`src/rtl/core/lidar_motion_deskew_defines.svh`:
```
// Assertion macros for the deskew RTL.
`ifndef LIDAR_MOTION_DESKEW_DEFINES_SVH
`define LIDAR_MOTION_DESKEW_DEFINES_SVH

// Same-cycle implication, reset masked.
`define LMD_ASSERT_NOW(lbl, clk, rst_n, ante, cons, msg) \
    lbl: assert property (@(posedge clk) disable iff (!rst_n) (ante) |-> (cons)) else $error(msg);

// Next-cycle implication, reset masked.
`define LMD_ASSERT_NEXT(lbl, clk, rst_n, ante, cons, msg) \
    lbl: assert property (@(posedge clk) disable iff (!rst_n) (ante) |=> (cons)) else $error(msg);

`endif

```
`src/rtl/core/lmd_pkg.sv`:
```
// Shared types, constants and helper functions of the deskew block.
package lmd_pkg;

    localparam int DW  = 64;   // datapath width
    localparam int BW  = 34;   // narrow multiplier operand width
    localparam int AW  = 34;   // CORDIC angle accumulator width
    localparam int FW  = 32;   // frame velocity / rate width
    localparam int PW  = 25;   // point coordinate width
    localparam int SPW = 17;   // sweep time width
    localparam int VW  = 24;   // velocity register width
    localparam int RW  = 21;   // rate register width
    localparam int CFG_DW = 24;
    localparam int CFG_IW = 3;

    localparam int DEF_FRAC_BITS     = 16;
    localparam int DEF_CORDIC_STAGES = 16;

    localparam logic [CFG_IW-1:0] CFG_SWEEP_TIME  = 3'd0;
    localparam logic [CFG_IW-1:0] CFG_VEL_X       = 3'd1;
    localparam logic [CFG_IW-1:0] CFG_VEL_Y       = 3'd2;
    localparam logic [CFG_IW-1:0] CFG_VEL_Z       = 3'd3;
    localparam logic [CFG_IW-1:0] CFG_RATE_ROLL   = 3'd4;
    localparam logic [CFG_IW-1:0] CFG_RATE_PITCH  = 3'd5;
    localparam logic [CFG_IW-1:0] CFG_RATE_YAW    = 3'd6;

    localparam logic [SPW-1:0]       SWEEP_TIME_RST = 17'd6554;
    localparam logic [31:0]          HALF_TURN  = 32'h8000_0000;
    localparam logic [31:0]          DROP_BAM   = 32'd59652324;
    localparam logic signed [BW-1:0] RAD_TO_BAM = 34'sd683565276;
    localparam logic signed [DW-1:0] GAIN_Q30   = 64'sd652032875;

    typedef struct packed {
        logic go;
        logic vec;   // 1: vectoring (atan2), 0: rotation (sin/cos)
    } t_cor_req;

    // atan(2^-i) as a 32-bit binary angle
    function automatic logic signed [AW-1:0] lmd_atan(input logic [4:0] i);
        logic signed [AW-1:0] r;
        unique case (i)
            5'd0:  r = 34'sd536870912;
            5'd1:  r = 34'sd316933406;
            5'd2:  r = 34'sd167458907;
            5'd3:  r = 34'sd85004756;
            5'd4:  r = 34'sd42667331;
            5'd5:  r = 34'sd21354465;
            5'd6:  r = 34'sd10679838;
            5'd7:  r = 34'sd5340245;
            5'd8:  r = 34'sd2670163;
            5'd9:  r = 34'sd1335087;
            5'd10: r = 34'sd667544;
            5'd11: r = 34'sd333772;
            5'd12: r = 34'sd166886;
            5'd13: r = 34'sd83443;
            5'd14: r = 34'sd41722;
            5'd15: r = 34'sd20861;
            5'd16: r = 34'sd10430;
            5'd17: r = 34'sd5215;
            5'd18: r = 34'sd2608;
            5'd19: r = 34'sd1304;
            5'd20: r = 34'sd652;
            5'd21: r = 34'sd326;
            5'd22: r = 34'sd163;
            5'd23: r = 34'sd81;
            5'd24: r = 34'sd41;
            5'd25: r = 34'sd20;
            5'd26: r = 34'sd10;
            5'd27: r = 34'sd5;
            5'd28: r = 34'sd3;
            5'd29: r = 34'sd1;
            5'd30: r = 34'sd1;
            5'd31: r = 34'sd0;
        endcase
        return r;
    endfunction

    // right shift, rounding half up
    function automatic logic signed [DW-1:0] lmd_rnd(input logic signed [DW-1:0] v,
                                                     input int sh);
        logic signed [DW-1:0] h;
        h = 64'sd1 <<< (sh - 1);
        return (v + h) >>> sh;
    endfunction

    function automatic logic signed [PW-1:0] lmd_sat(input logic signed [DW-1:0] v);
        logic signed [PW-1:0] r;
        if (v > 64'sd16777215)
            r = 25'sd16777215;
        else if (v < -64'sd16777216)
            r = -25'sd16777216;
        else
            r = PW'(v);
        return r;
    endfunction

endpackage

```
`src/rtl/core/lmd_mul.sv`:
```
// Bit-serial signed multiplier, one bit of the narrow operand per cycle.
module lmd_mul
    import lmd_pkg::*;
#(
    parameter int AWID = DW,
    parameter int BWID = BW
) (
    input  logic                   i_clk,
    input  logic                   i_rst_n,
    input  logic                   i_go,
    input  logic signed [AWID-1:0] i_a,
    input  logic signed [BWID-1:0] i_b,
    output logic                   o_done,
    output logic signed [AWID-1:0] o_prod
);
    localparam int CNTW = $clog2(BWID);

    logic signed [AWID-1:0] r_a, r_p;
    logic signed [BWID-1:0] r_b;
    logic [CNTW-1:0]        r_cnt;
    logic                   r_run, r_done;

    always_ff @(posedge i_clk) begin
        if (!i_rst_n) begin
            r_run  <= 1'b0;
            r_done <= 1'b0;
        end else begin
            r_done <= 1'b0;
            if (i_go) begin
                r_a   <= i_a;
                r_b   <= i_b;
                r_p   <= '0;
                r_cnt <= '0;
                r_run <= 1'b1;
            end else if (r_run) begin
                // sign bit of b carries negative weight
                if (r_b[0])
                    r_p <= (r_cnt == CNTW'(BWID - 1)) ? r_p - r_a : r_p + r_a;
                r_a   <= r_a <<< 1;
                r_b   <= r_b >>> 1;
                r_cnt <= r_cnt + 1'b1;
                if (r_cnt == CNTW'(BWID - 1)) begin
                    r_run  <= 1'b0;
                    r_done <= 1'b1;
                end
            end
        end
    end

    assign o_done = r_done;
    assign o_prod = r_p;
endmodule

```
`src/rtl/core/lmd_cordic.sv`:
```
// Iterative CORDIC, one stage per cycle: rotation (sin/cos) or vectoring (atan2).
module lmd_cordic
    import lmd_pkg::*;
#(
    parameter int STAGES = DEF_CORDIC_STAGES
) (
    input  logic                 i_clk,
    input  logic                 i_rst_n,
    input  t_cor_req             i_req,
    input  logic signed [DW-1:0] i_x,
    input  logic signed [DW-1:0] i_y,
    input  logic [31:0]          i_ang,
    output logic                 o_done,
    output logic signed [DW-1:0] o_x,
    output logic signed [DW-1:0] o_y,
    output logic [31:0]          o_ang
);
    localparam int IW = $clog2(STAGES + 1);

    logic signed [DW-1:0] r_x, r_y;
    logic signed [AW-1:0] r_z;
    logic [IW-1:0]        r_i;
    logic                 r_run, r_done, r_vec, r_neg, r_base, r_zero;

    logic signed [DW-1:0] w_dx, w_dy;
    logic signed [AW-1:0] w_at;
    logic                 w_pos;
    logic [31:0]          w_a2;
    logic                 w_fold;

    assign w_dx  = r_y >>> r_i;
    assign w_dy  = r_x >>> r_i;
    assign w_at  = lmd_atan(5'(r_i));
    assign w_pos = r_vec ? r_y[DW-1] : !r_z[AW-1];

    assign w_fold = (i_ang[31:30] == 2'b01) || (i_ang[31:30] == 2'b10);
    assign w_a2   = w_fold ? i_ang - HALF_TURN : i_ang;

    always_ff @(posedge i_clk) begin
        if (!i_rst_n) begin
            r_run  <= 1'b0;
            r_done <= 1'b0;
        end else begin
            r_done <= 1'b0;
            if (i_req.go) begin
                r_vec <= i_req.vec;
                r_i   <= '0;
                r_run <= 1'b1;
                r_z   <= '0;
                if (i_req.vec) begin
                    r_zero <= (i_x == '0) && (i_y == '0);
                    r_base <= i_x[DW-1];
                    r_neg  <= 1'b0;
                    r_x    <= (i_x[DW-1] ? -i_x : i_x) <<< 20;
                    r_y    <= (i_x[DW-1] ? -i_y : i_y) <<< 20;
                end else begin
                    r_zero <= 1'b0;
                    r_base <= 1'b0;
                    r_neg  <= w_fold;
                    r_x    <= GAIN_Q30;
                    r_y    <= '0;
                    r_z    <= AW'($signed(w_a2));
                end
            end else if (r_run) begin
                if (w_pos) begin
                    r_x <= r_x - w_dx;
                    r_y <= r_y + w_dy;
                    r_z <= r_z - w_at;
                end else begin
                    r_x <= r_x + w_dx;
                    r_y <= r_y - w_dy;
                    r_z <= r_z + w_at;
                end
                r_i <= r_i + 1'b1;
                if (r_i == IW'(STAGES - 1)) begin
                    r_run  <= 1'b0;
                    r_done <= 1'b1;
                end
            end
        end
    end

    assign o_done = r_done;
    assign o_x    = r_neg ? -r_x : r_x;
    assign o_y    = r_neg ? -r_y : r_y;
    assign o_ang  = r_zero ? 32'd0 : (r_base ? HALF_TURN : 32'd0) + r_z[31:0];
endmodule

```
`src/rtl/core/lidar_motion_deskew.sv`:
```
// Top level of the LiDAR sweep motion deskew block.
//
// Input channel: i_valid / o_stall carry one point request (x, y, z, starts_cloud).
// A request is taken when i_valid is high and o_stall is low; o_stall is high
// while a point is in work, so points are handled one at a time.
// A start point sets the start frame (atan2, sin/cos) and rotates the
// configured velocity and rates into it; it produces no output request.
// Other points are rotated into the start frame, dropped within 5 degrees of
// the start azimuth, otherwise corrected and sent on o_valid / i_stall.
// Work runs on one bit-serial multiplier and one iterative CORDIC, sequenced
// step by step. Start point: 8 products + 2 CORDIC calls.
// Other point: 30 products + 4 CORDIC calls; a dropped point ends after
// 4 products + 1 CORDIC call.
// The result sits in an output register: the next point is accepted while it
// waits, and the core only holds in its final step if the register is still
// full when the next result is ready. The receiver may stall freely.
// Reset (synchronous, active low) restores the identity frame, zero motion,
// sweep time 6554 and empties the output register.
// Configuration is a plain write port (index 0..6); writes are for idle time.
module lidar_motion_deskew
    import lmd_pkg::*;
#(
    parameter int FRAC_BITS     = DEF_FRAC_BITS,
    parameter int CORDIC_STAGES = DEF_CORDIC_STAGES
) (
    input  logic                    i_clk,
    input  logic                    i_rst_n,
    input  logic                    i_cfg_we,
    input  logic [CFG_IW-1:0]       i_cfg_index,
    input  logic [CFG_DW-1:0]       i_cfg_data,
    input  logic                    i_valid,
    output logic                    o_stall,
    input  logic signed [PW-1:0]    i_point_x,
    input  logic signed [PW-1:0]    i_point_y,
    input  logic signed [PW-1:0]    i_point_z,
    input  logic                    i_starts_cloud,
    output logic                    o_valid,
    input  logic                    i_stall,
    output logic signed [PW-1:0]    o_out_x,
    output logic signed [PW-1:0]    o_out_y,
    output logic signed [PW-1:0]    o_out_z
);
`include "lidar_motion_deskew_defines.svh"

    localparam int CW = FRAC_BITS + 2;   // start cos/sin width

    typedef enum logic [1:0] {S_IDLE, S_ISSUE, S_WAIT, S_DONE} t_state;
    typedef enum logic [1:0] {ACC_LOAD, ACC_ADD, ACC_SUB} t_acc;
    typedef enum logic [5:0] {
        ST_SVEC, ST_SROT, ST_FV0A, ST_FV0B, ST_FV1A, ST_FV1B,
        ST_FR0A, ST_FR0B, ST_FR1A, ST_FR1B,
        ST_XA, ST_XB, ST_YA, ST_YB, ST_AVEC, ST_T,
        ST_E0M, ST_E0R, ST_E0C, ST_E1M, ST_E1R, ST_E1C, ST_E2M, ST_E2R, ST_E2C,
        ST_RXA, ST_RXB, ST_RXC, ST_RXD, ST_RYA, ST_RYB, ST_RYC, ST_RYD,
        ST_RZA, ST_RZB, ST_RZC, ST_RZD, ST_VX, ST_VY, ST_VZ,
        ST_OXA, ST_OXB, ST_OYA, ST_OYB
    } t_step;

    // configuration
    logic [SPW-1:0]       r_period;
    logic signed [VW-1:0] r_vel  [3];
    logic signed [RW-1:0] r_rate [3];

    // frame state
    logic signed [CW-1:0] r_c, r_s;
    logic signed [FW-1:0] r_fv [3];
    logic signed [FW-1:0] r_fr [3];

    // working set
    t_state               r_state;
    t_step                r_step;
    logic                 r_is_start;
    logic signed [DW-1:0] r_px, r_py;
    logic signed [DW-1:0] r_x, r_y, r_z, r_tmp, r_acc;
    logic signed [BW-1:0] r_t;
    logic signed [BW-1:0] r_ec [3];    // cos of Euler angles, Q30
    logic signed [BW-1:0] r_es [3];    // sin of Euler angles, Q30
    logic [31:0]          r_ang;

    // output register
    logic                 r_ov;
    logic signed [PW-1:0] r_ox, r_oy, r_oz;

    logic signed [DW-1:0] w_mul_a, w_prod, w_sum, w_rf, w_r30, w_rcs;
    logic signed [BW-1:0] w_mul_b;
    t_acc                 w_mode;
    logic                 w_is_cor, w_mul_done, w_cor_done, w_drop;
    t_cor_req             w_cor_req;
    logic signed [DW-1:0] w_cx, w_cy, w_cor_ix, w_cor_iy;
    logic [31:0]          w_cor_ang;
    t_step                w_next;
    t_state               n_wait;

    assign w_is_cor = (r_step == ST_SVEC) || (r_step == ST_SROT) || (r_step == ST_AVEC) ||
                      (r_step == ST_E0C) || (r_step == ST_E1C) || (r_step == ST_E2C);
    assign w_cor_req.go  = (r_state == S_ISSUE) && w_is_cor;
    assign w_cor_req.vec = (r_step == ST_SVEC) || (r_step == ST_AVEC);
    assign w_cor_ix = (r_step == ST_SVEC) ? r_px : r_x;
    assign w_cor_iy = (r_step == ST_SVEC) ? r_py : r_y;
    assign w_next   = t_step'(6'(r_step) + 6'd1);

    // multiplier operand selection per step
    always_comb begin
        w_mul_a = '0;
        w_mul_b = '0;
        w_mode  = ACC_LOAD;
        unique case (r_step)
            ST_FV0A: begin w_mul_a = DW'(r_vel[0]);  w_mul_b = BW'(r_c); end
            ST_FV0B: begin w_mul_a = DW'(r_vel[1]);  w_mul_b = BW'(r_s); w_mode = ACC_ADD; end
            ST_FV1A: begin w_mul_a = DW'(r_vel[1]);  w_mul_b = BW'(r_c); end
            ST_FV1B: begin w_mul_a = DW'(r_vel[0]);  w_mul_b = BW'(r_s); w_mode = ACC_SUB; end
            ST_FR0A: begin w_mul_a = DW'(r_rate[0]); w_mul_b = BW'(r_c); end
            ST_FR0B: begin w_mul_a = DW'(r_rate[1]); w_mul_b = BW'(r_s); w_mode = ACC_ADD; end
            ST_FR1A: begin w_mul_a = DW'(r_rate[1]); w_mul_b = BW'(r_c); end
            ST_FR1B: begin w_mul_a = DW'(r_rate[0]); w_mul_b = BW'(r_s); w_mode = ACC_SUB; end
            ST_XA:   begin w_mul_a = r_px; w_mul_b = BW'(r_c); end
            ST_XB:   begin w_mul_a = r_py; w_mul_b = BW'(r_s); w_mode = ACC_ADD; end
            ST_YA:   begin w_mul_a = r_py; w_mul_b = BW'(r_c); end
            ST_YB:   begin w_mul_a = r_px; w_mul_b = BW'(r_s); w_mode = ACC_SUB; end
            ST_T: begin
                w_mul_a = DW'({1'b0, r_ang}) - DW'({1'b0, HALF_TURN});
                w_mul_b = BW'({1'b0, r_period});
            end
            ST_E0M:  begin w_mul_a = DW'(r_fr[0]); w_mul_b = r_t; end
            ST_E1M:  begin w_mul_a = DW'(r_fr[1]); w_mul_b = r_t; end
            ST_E2M:  begin w_mul_a = DW'(r_fr[2]); w_mul_b = r_t; end
            ST_E0R, ST_E1R, ST_E2R: begin w_mul_a = r_tmp; w_mul_b = RAD_TO_BAM; end
            ST_RXA:  begin w_mul_a = r_y; w_mul_b = r_ec[0]; end
            ST_RXB:  begin w_mul_a = r_z; w_mul_b = r_es[0]; w_mode = ACC_SUB; end
            ST_RXC:  begin w_mul_a = r_y; w_mul_b = r_es[0]; end
            ST_RXD:  begin w_mul_a = r_z; w_mul_b = r_ec[0]; w_mode = ACC_ADD; end
            ST_RYA:  begin w_mul_a = r_x; w_mul_b = r_ec[1]; end
            ST_RYB:  begin w_mul_a = r_z; w_mul_b = r_es[1]; w_mode = ACC_ADD; end
            ST_RYC:  begin w_mul_a = r_z; w_mul_b = r_ec[1]; end
            ST_RYD:  begin w_mul_a = r_x; w_mul_b = r_es[1]; w_mode = ACC_SUB; end
            ST_RZA:  begin w_mul_a = r_x; w_mul_b = r_ec[2]; end
            ST_RZB:  begin w_mul_a = r_y; w_mul_b = r_es[2]; w_mode = ACC_SUB; end
            ST_RZC:  begin w_mul_a = r_x; w_mul_b = r_es[2]; end
            ST_RZD:  begin w_mul_a = r_y; w_mul_b = r_ec[2]; w_mode = ACC_ADD; end
            ST_VX:   begin w_mul_a = DW'(r_fv[0]); w_mul_b = r_t; end
            ST_VY:   begin w_mul_a = DW'(r_fv[1]); w_mul_b = r_t; end
            ST_VZ:   begin w_mul_a = DW'(r_fv[2]); w_mul_b = r_t; end
            ST_OXA:  begin w_mul_a = r_x; w_mul_b = BW'(r_c); end
            ST_OXB:  begin w_mul_a = r_y; w_mul_b = BW'(r_s); w_mode = ACC_SUB; end
            ST_OYA:  begin w_mul_a = r_x; w_mul_b = BW'(r_s); end
            ST_OYB:  begin w_mul_a = r_y; w_mul_b = BW'(r_c); w_mode = ACC_ADD; end
            default: ;   // CORDIC steps
        endcase
    end

    lmd_mul #(.AWID(DW), .BWID(BW)) u_mul (
        .i_clk   (i_clk),
        .i_rst_n (i_rst_n),
        .i_go    ((r_state == S_ISSUE) && !w_is_cor),
        .i_a     (w_mul_a),
        .i_b     (w_mul_b),
        .o_done  (w_mul_done),
        .o_prod  (w_prod)
    );

    lmd_cordic #(.STAGES(CORDIC_STAGES)) u_cordic (
        .i_clk   (i_clk),
        .i_rst_n (i_rst_n),
        .i_req   (w_cor_req),
        .i_x     (w_cor_ix),
        .i_y     (w_cor_iy),
        .i_ang   (r_ang),
        .o_done  (w_cor_done),
        .o_x     (w_cx),
        .o_y     (w_cy),
        .o_ang   (w_cor_ang)
    );

    always_comb begin
        unique case (w_mode)
            ACC_ADD: w_sum = r_acc + w_prod;
            ACC_SUB: w_sum = r_acc - w_prod;
            default: w_sum = w_prod;
        endcase
    end

    assign w_rf  = lmd_rnd(w_sum, FRAC_BITS);
    assign w_r30 = lmd_rnd(w_sum, 30);
    assign w_rcs = lmd_rnd(w_cx, 30 - FRAC_BITS);
    // within 5 degrees of the start azimuth on either side
    assign w_drop = (w_cor_ang < DROP_BAM) ||
                    (({1'b1, 32'd0} - {1'b0, w_cor_ang}) < {1'b0, DROP_BAM});

    // state after a finished step: start and dropped points end early
    always_comb begin
        n_wait = S_ISSUE;
        if ((r_step == ST_FR1B) || ((r_step == ST_AVEC) && w_drop))
            n_wait = S_IDLE;
        else if (r_step == ST_OYB)
            n_wait = S_DONE;
    end

    assign o_stall = (r_state != S_IDLE);

    always_ff @(posedge i_clk) begin
        if (!i_rst_n) begin
            r_state    <= S_IDLE;
            r_step     <= ST_SVEC;
            r_is_start <= 1'b0;
            r_ov       <= 1'b0;
            r_period   <= SWEEP_TIME_RST;
            r_vel[0]   <= '0;
            r_vel[1]   <= '0;
            r_vel[2]   <= '0;
            r_rate[0]  <= '0;
            r_rate[1]  <= '0;
            r_rate[2]  <= '0;
            r_c        <= CW'(1) <<< FRAC_BITS;
            r_s        <= '0;
            r_fv[0]    <= '0;
            r_fv[1]    <= '0;
            r_fv[2]    <= '0;
            r_fr[0]    <= '0;
            r_fr[1]    <= '0;
            r_fr[2]    <= '0;
        end else begin
            if (i_cfg_we) begin
                case (i_cfg_index)
                    CFG_SWEEP_TIME:  r_period  <= i_cfg_data[SPW-1:0];
                    CFG_VEL_X:       r_vel[0]  <= i_cfg_data[VW-1:0];
                    CFG_VEL_Y:       r_vel[1]  <= i_cfg_data[VW-1:0];
                    CFG_VEL_Z:       r_vel[2]  <= i_cfg_data[VW-1:0];
                    CFG_RATE_ROLL:   r_rate[0] <= i_cfg_data[RW-1:0];
                    CFG_RATE_PITCH:  r_rate[1] <= i_cfg_data[RW-1:0];
                    CFG_RATE_YAW:    r_rate[2] <= i_cfg_data[RW-1:0];
                    default: ;
                endcase
            end

            // in S_DONE the reload below decides the flag
            if (r_ov && !i_stall && (r_state != S_DONE))
                r_ov <= 1'b0;

            unique case (r_state)
                S_IDLE: begin
                    if (i_valid) begin
                        r_px       <= DW'(i_point_x);
                        r_py       <= DW'(i_point_y);
                        r_z        <= DW'(i_point_z);
                        r_is_start <= i_starts_cloud;
                        r_step     <= i_starts_cloud ? ST_SVEC : ST_XA;
                        r_state    <= S_ISSUE;
                    end
                end
                S_ISSUE: r_state <= S_WAIT;
                S_WAIT: begin
                    if (w_mul_done || w_cor_done) begin
                        r_acc   <= w_sum;
                        r_step  <= w_next;
                        r_state <= n_wait;
                        unique case (r_step)
                            ST_SVEC: r_ang <= w_cor_ang;
                            ST_SROT: begin
                                r_c     <= CW'(w_rcs);
                                r_s     <= CW'(lmd_rnd(w_cy, 30 - FRAC_BITS));
                                r_fv[2] <= FW'(r_vel[2]);
                                r_fr[2] <= FW'(r_rate[2]);
                            end
                            ST_FV0B: r_fv[0] <= FW'(w_rf);
                            ST_FV1B: r_fv[1] <= FW'(w_rf);
                            ST_FR0B: r_fr[0] <= FW'(w_rf);
                            ST_FR1B: r_fr[1] <= FW'(w_rf);   // start point ends here
                            ST_XB: r_x <= w_rf;
                            ST_YB: r_y <= w_rf;
                            ST_AVEC: r_ang <= w_cor_ang;
                            ST_T: r_t <= BW'(lmd_rnd(w_sum, 32));
                            ST_E0M, ST_E1M, ST_E2M: r_tmp <= w_rf;
                            ST_E0R, ST_E1R, ST_E2R: r_ang <= w_rf[31:0];
                            ST_E0C: begin r_ec[0] <= BW'(w_cx); r_es[0] <= BW'(w_cy); end
                            ST_E1C: begin r_ec[1] <= BW'(w_cx); r_es[1] <= BW'(w_cy); end
                            ST_E2C: begin r_ec[2] <= BW'(w_cx); r_es[2] <= BW'(w_cy); end
                            ST_RXB, ST_RYB, ST_RZB: r_tmp <= w_r30;
                            ST_RXD: begin r_z <= w_r30; r_y <= r_tmp; end
                            ST_RYD: begin r_z <= w_r30; r_x <= r_tmp; end
                            ST_RZD: begin r_y <= w_r30; r_x <= r_tmp; end
                            ST_VX: r_x <= r_x + w_rf;
                            ST_VY: r_y <= r_y + w_rf;
                            ST_VZ: r_z <= r_z + w_rf;
                            ST_OXB: r_tmp <= w_rf;
                            ST_OYB: r_y <= w_rf;
                            default: ;   // partial products stay in the accumulator
                        endcase
                    end
                end
                S_DONE: begin
                    if (!r_ov || !i_stall) begin
                        r_ox    <= lmd_sat(r_tmp);
                        r_oy    <= lmd_sat(r_y);
                        r_oz    <= lmd_sat(r_z);
                        r_ov    <= 1'b1;
                        r_state <= S_IDLE;
                    end
                end
            endcase
        end
    end

    assign o_valid = r_ov;
    assign o_out_x = r_ox;
    assign o_out_y = r_oy;
    assign o_out_z = r_oz;

    `LMD_ASSERT_NOW(a_unit_done_in_wait, i_clk, i_rst_n, (w_mul_done || w_cor_done), (r_state == S_WAIT), "unit finished outside wait state")
    `LMD_ASSERT_NOW(a_one_unit_done, i_clk, i_rst_n, w_mul_done, !w_cor_done, "multiplier and CORDIC finished together")
    `LMD_ASSERT_NEXT(a_start_no_result, i_clk, i_rst_n, (r_state == S_WAIT && r_step == ST_FR1B && w_mul_done), (r_state == S_IDLE && r_is_start), "start point did not end quietly")
    `LMD_ASSERT_NOW(a_rise_from_done, i_clk, i_rst_n, $rose(o_valid), ($past(r_state) == S_DONE), "result appeared without a finished point")

endmodule

```
`config.mk`:
```
export PLATFORM = sky130hd
export DESIGN_NAME = lidar_motion_deskew
export DESIGN_NICKNAME = d
export VERILOG_FILES = /design/src/rtl/core/lmd_pkg.sv /design/src/rtl/core/lmd_mul.sv /design/src/rtl/core/lmd_cordic.sv /design/src/rtl/core/lidar_motion_deskew.sv
export VERILOG_INCLUDE_DIRS = /design/src /design/src/rtl/core
export SDC_FILE = /design/constraint.sdc
export NUM_CORES = 2
export LEC_CHECK = 0
export BUFFER_PORTS_ARGS = -buffer_cell sky130_fd_sc_hd__buf_2
export CAP_MARGIN = 5
export CELL_PAD_IN_SITES_DETAIL_PLACEMENT = 1
export CELL_PAD_IN_SITES_GLOBAL_PLACEMENT = 1
export CORE_ASPECT_RATIO = 1.5
export CORE_MARGIN = 3
export CORE_UTILIZATION = 52
export CTS_BUF_LIST = sky130_fd_sc_hd__clkbuf_8
export DETAILED_ROUTE_END_ITERATION = 16
export PLACE_DENSITY_LB_ADDON = 0.08
export RECOVER_POWER = 50
export REMOVE_ABC_BUFFERS = 1
export SLEW_MARGIN = 20
export SYNTH_ARGS = -nofsm -noshare
export SYNTH_HDL_FRONTEND = slang
export SYNTH_SLANG_ARGS = --single-unit
```
`constraint.sdc`:
```
create_clock -name i_clk -period 14.8 [get_ports i_clk]
set_input_delay 0 -clock i_clk [delete_from_list [all_inputs] [get_ports i_clk]]
set_output_delay 0 -clock i_clk [all_outputs]
set_load 0.005 [all_outputs]
```
==> summary.md, run 1 <==
| Metric | Value |
|---|---|
| Die W | 370 um |
| Asr flop ratio synth | 0 |
| Hold buffer count at cts | 246 |
| Status | aborted with a tool error |
| Post-Place Cells | 13200 |
| Avg Cell Area, Syn | 9.60 um^2 |
| Final GP Congestion | 1.05 |
| Num CTS Buffers | 236 |
| Boundary Pins | 185 |
| Largest cells by area after synthesis | edfxtp_1, ha_1, xnor2_1, a21oi_1, nand2_1 |
| Clock buffer depth | 4 |
| First Err | [ERROR GRT-0232] Routing congestion too high. Check the congestion heatmap in the GUI. |
| Global route overflow | 89 |
| Postcts setup bufs | 0 |
| Post-cts sizing count | 0 |
| Synth Register Bits | 1440 |
| Failed at | global routing (5_1_grt) |
| EDFF count, synth | 1344 |
| CTS Sinks | 1440 |
| Post-Syn Area | 103000 um^2 |
| Row count | 199 |
| Yosys Warn Count | 0 |
| Top cells by count, synth | edfxtp_1, nand2_1, nor2_1, a21oi_1, o21ai_0 |
| Worst_ep grt | r_x[57]$_DFFE_PP_/D |
| Worst_ep kind | register input |
| CTS H-Tree Depth | 4 |
| Total Routing Usage GR | 0.620 |
| Count leader, synth | edfxtp_1 |
| Largest net degree at the start of global routing | 131 |
| Count of input and output buffers | 184 |
| HPWL Detailed | 386 mm |
| Synth unique cells | 108 |
| Initial antenna violation count | 138 |
| Register area share after synthesis | 0.409 |
| Root buf cell | clkbuf_8 |
| Synth Flop Type | edfxtp_1 |
| Synth Instances | 10800 |
| Post-synth top area share | 0.390 |
| Initial core utilization | 0.525 |
| Leading area contributor after synthesis | edfxtp_1 |
| Die height | 552 um |
stage by stage:
stage                     setup TNS [ns]  setup WS [ns]  hold slack (ns)  utilization  instance area [um^2]
after floorplan                  -795.13          -5.23           0.0718            -                101000
after global placement                 0           1.55            0.181        0.548                108000
after detailed placement               0           1.25            0.179        0.548                108000
after CTS                              0           1.14          0.00114        0.584                115000
cell families after synthesis:
family                   count (synthesis)  share of synthesized area
AND/OR/NAND/NOR                       3344                      0.153
AO/OA/AOI/OAI                         3229                      0.203
flip-flops                            1440                      0.409
XOR/XNOR                              1002                     0.0849
buffers and inverters                  866                     0.0338
adder cells (fa/ha/maj)                512                     0.0626
multiplexers                           376                     0.0539
layer usage:
metal	overflow	GRT usage
met1	0	0.627
met2	42	0.837
met3	6	0.391
met4	40	0.587
met5	1	0.229
==> inputs of run 2 (changes only) <==
CELL_PAD_IN_SITES_DETAIL_PLACEMENT = not set   (was 1)
CELL_PAD_IN_SITES_GLOBAL_PLACEMENT = not set   (was 1)
CORE_ASPECT_RATIO = not set   (was 1.5)
CORE_UTILIZATION = 40   (was 52)
CTS_BUF_LIST = not set   (was sky130_fd_sc_hd__clkbuf_8)
PLACE_DENSITY_LB_ADDON = 0.15   (was 0.08)
==> summary.md, run 2 <==
| Metric | Value |
|---|---|
| Synth unique cells | 108 (unchanged) |
| DR vias | 94700 |
| Num CTS Buffers | 179 (-24%) |
| Number of global-route vias before repair | 89000 |
| Fmax achieved | 75.0 MHz |
| TNS Setup | 0 ns |
| Initial core utilization | 0.404 (-0.121) |
| Total Routing Usage GR | 0.348 |
| Top cells by count, synth | edfxtp_1, nand2_1, nor2_1, a21oi_1, o21ai_0 |
| Post-Route WL | 477 mm |
| CP startpoint kind | flip-flop |
| Leading cell types in the layout, fill and taps excluded | edfxtp_1, nand2_1, nor2_1, a21oi_1, o21ai_0 |
| Largest cells by area after synthesis | edfxtp_1, ha_1, xnor2_1, a21oi_1, nand2_1 |
| Req. time, crit path | 15.41 ns |
| DRC | 0 |
| Ratio of cells with drive above 1 in the final layout | 0.0865 |
| Max incr delay on CP | 0.88 ns |
| Drt via density | 6.53 |
| Synth Register Bits | 1440 (unchanged) |
| Failing checks | max-capacitance violations, max-slew violations |
| Worst Path Arrival | 13.95 ns |
| Max-Cap Viols | 38 |
| Clk_lat worst skew | 0.92 ns |
| Synth Instances | 10800 (unchanged) |
| CTS H-Tree Depth | 4 (unchanged) |
| Status | complete, but fails checks |
| Clock buffer depth | 4 (unchanged) |
| EDFF count, synth | 1344 (unchanged) |
| Count of input and output buffers | 184 (unchanged) |
| HPWL Detailed | 361 mm (-6.4%) |
| Leading area contributor after synthesis | edfxtp_1 |
| Total power | 14600 uW |
| Commonest non-fill, non-tap cell in the layout | edfxtp_1 |
| Finished Core Util | 0.454 |
| Post-synth top area share | 0.390 (unchanged) |
| Full die area | 265000 um^2 |
| PwrDens | 126 nW/um^2 |
| Avg Cell Area, Syn | 9.60 um^2 (unchanged) |
| Post-DRT Antenna Nets | 0 |
| Design area | 116000 um^2 |
| Post-cts sizing count | 0 (unchanged) |
| HP Class | in2reg |
| Final worst path period share | 0.901 |
| Most common cell on crit path | ha_1 |
| Peak supply drop | 0.146 mV |
| Register area share after synthesis | 0.409 (unchanged) |
| Worst slew margin | -3.00 |
| CORE AREA | 256000 um^2 |
| Boundary Pins | 185 (unchanged) |
| Largest net degree at the start of global routing | 144 |
| Clk_skew | 0.141 ns |
| Routed WL per cell | 32.9 um |
| Dpl cell area | 109000 um^2 (+0.82%) |
| Fin cells | 14500 |
| Slew at the pin closest to its max-slew limit | 6.01 ns |
| Die height | 514 um (-6.8%) |
| Max Slew Vio Count | 1353 |
| Largest regs | r_ec x102, r_es x102, r_fv x88 |
| CTS Sinks | 1440 (unchanged) |
| Crit path kind | reg2reg |
| Layout net count | 11600 |
| Final GP Congestion | 1.02 (-2.5%) |
| Root buf cell | clkbuf_16 |
| Global route overflow | 0 |
| RSZ-0062 raised after global routing | false |
| CTS tree | done |
| Detailed Routing Iterations Pass 1 | 12 |
| Die W | 514 um (+39%) |
| Row count | 185 (-7.0%) |
| Yosys Warn Count | 0 (unchanged) |
| Initial DRC Count | 13400 |
| Final setup viols | 0 |
| Endpoints failing hold | 0 |
| Global-route wire length before repair | 668 mm |
| Asr flop ratio synth | 0 (unchanged) |
| Clock input transition at the sequential cells of the worst setup and hold paths | 0.08 ns |
| Post-route minimum period | 13.34 ns |
| Post-Place Cells | 14000 (+5.6%) |
| CP Max Fanout | 15 |
| Synthesis-to-finish area growth | 12.3% |
| Initial antenna violation count | 48 |
| LEAKAGE | 0.0426 uW |
| Slowest-stage cell, CP | xor2_1 |
| Crit. End Element | flip-flop |
| Post-Syn Area | 103000 um^2 (unchanged) |
| Synth Flop Type | edfxtp_1 |
| Count leader, synth | edfxtp_1 |
[run 2: cell counts after synthesis]
No cell type changed its count.
[run 2: critical path: cells and delay by family, from the launching register on]
family	cells	cell delay, ns
adder cells (fa/ha/maj)	5	2.02
multiplexers	1	0.44
buffers and inverters	3	0.56
AND/OR/NAND/NOR	9	2.84
AO/OA/AOI/OAI	21	5.53
XOR/XNOR	3	1.22
flip-flops	1	0.44
[run 2: stage by stage]
stage | setup slack [ns] | hold slack, ns
after floorplan | -5.23 | 0.0718
after global placement | 2.24 | 0.177
after detailed placement | 2.27 | 0.178
after CTS | 2.23 | 0.00167
after global routing | 0.902 | 0.0567
final | 1.46 | 0.0291
[run 2: final cells by class]
cell class	count	area [um^2]
inverters	282	1070
clock buffers	215	4750
fillers	24400	140000
clock inverters	99	1100
well taps	3366	4210
repair buffers	623	4510
flip-flops and latches	1440	42300
multi-input cells	8463	58100
diodes	25	62.6
[run 2: timing repair]
action | CTS | global route
hold buffers | 185 | 0
setup buffers | 0 | 0
endpoints found under the hold margin | 344 | 0
[run 2: power breakdown]
group | total (uW) | internal, uW | leakage [uW] | switching (uW)
logic | 4850 | 1860 | 0.0265 | 3000
clock network | 4530 | 2640 | 0.00285 | 1890
registers | 5220 | 4870 | 0.0133 | 347
[run 2: logic make-up (layout without fill, tap and decap cells)]
group,count (synthesis),in the layout,share of synthesized area
AND/OR/NAND/NOR,3344,3344,0.153
AO/OA/AOI/OAI,3229,3229,0.203
flip-flops,1440,1440,0.409
XOR/XNOR,1002,1002,0.0849
buffers and inverters,866,1219,0.0338
adder cells (fa/ha/maj),512,512,0.0626
multiplexers,376,376,0.0539
other,0,25,0
[run 2: metal layers]
metal / GRT usage / vias up / share of wire
met2: 0.520 / 5519 / 0.42
met1: 0.463 / 46900 / 0.40
met4: 0.188 / 14 / 0.066
li1: - / 41100 / -
met3: 0.0879 / 1154 / 0.11
met5: 0 / - / 0.00017
[run 2: worst paths after layout]
kind / startpoint / end / slack [ns] / cells after the start
worst min-delay path: i_point_z[0] / r_z[0] / 0.03 / 4
worst max-delay path: r_step[0] / r_y[63] / 1.46 / 42
worst max register to register: r_step[0] / r_y[63] / 1.46 / 42
worst min register to register: r_s[1] / r_s[1] / 0.46 / 2
(Power assumes the default switching activity.)
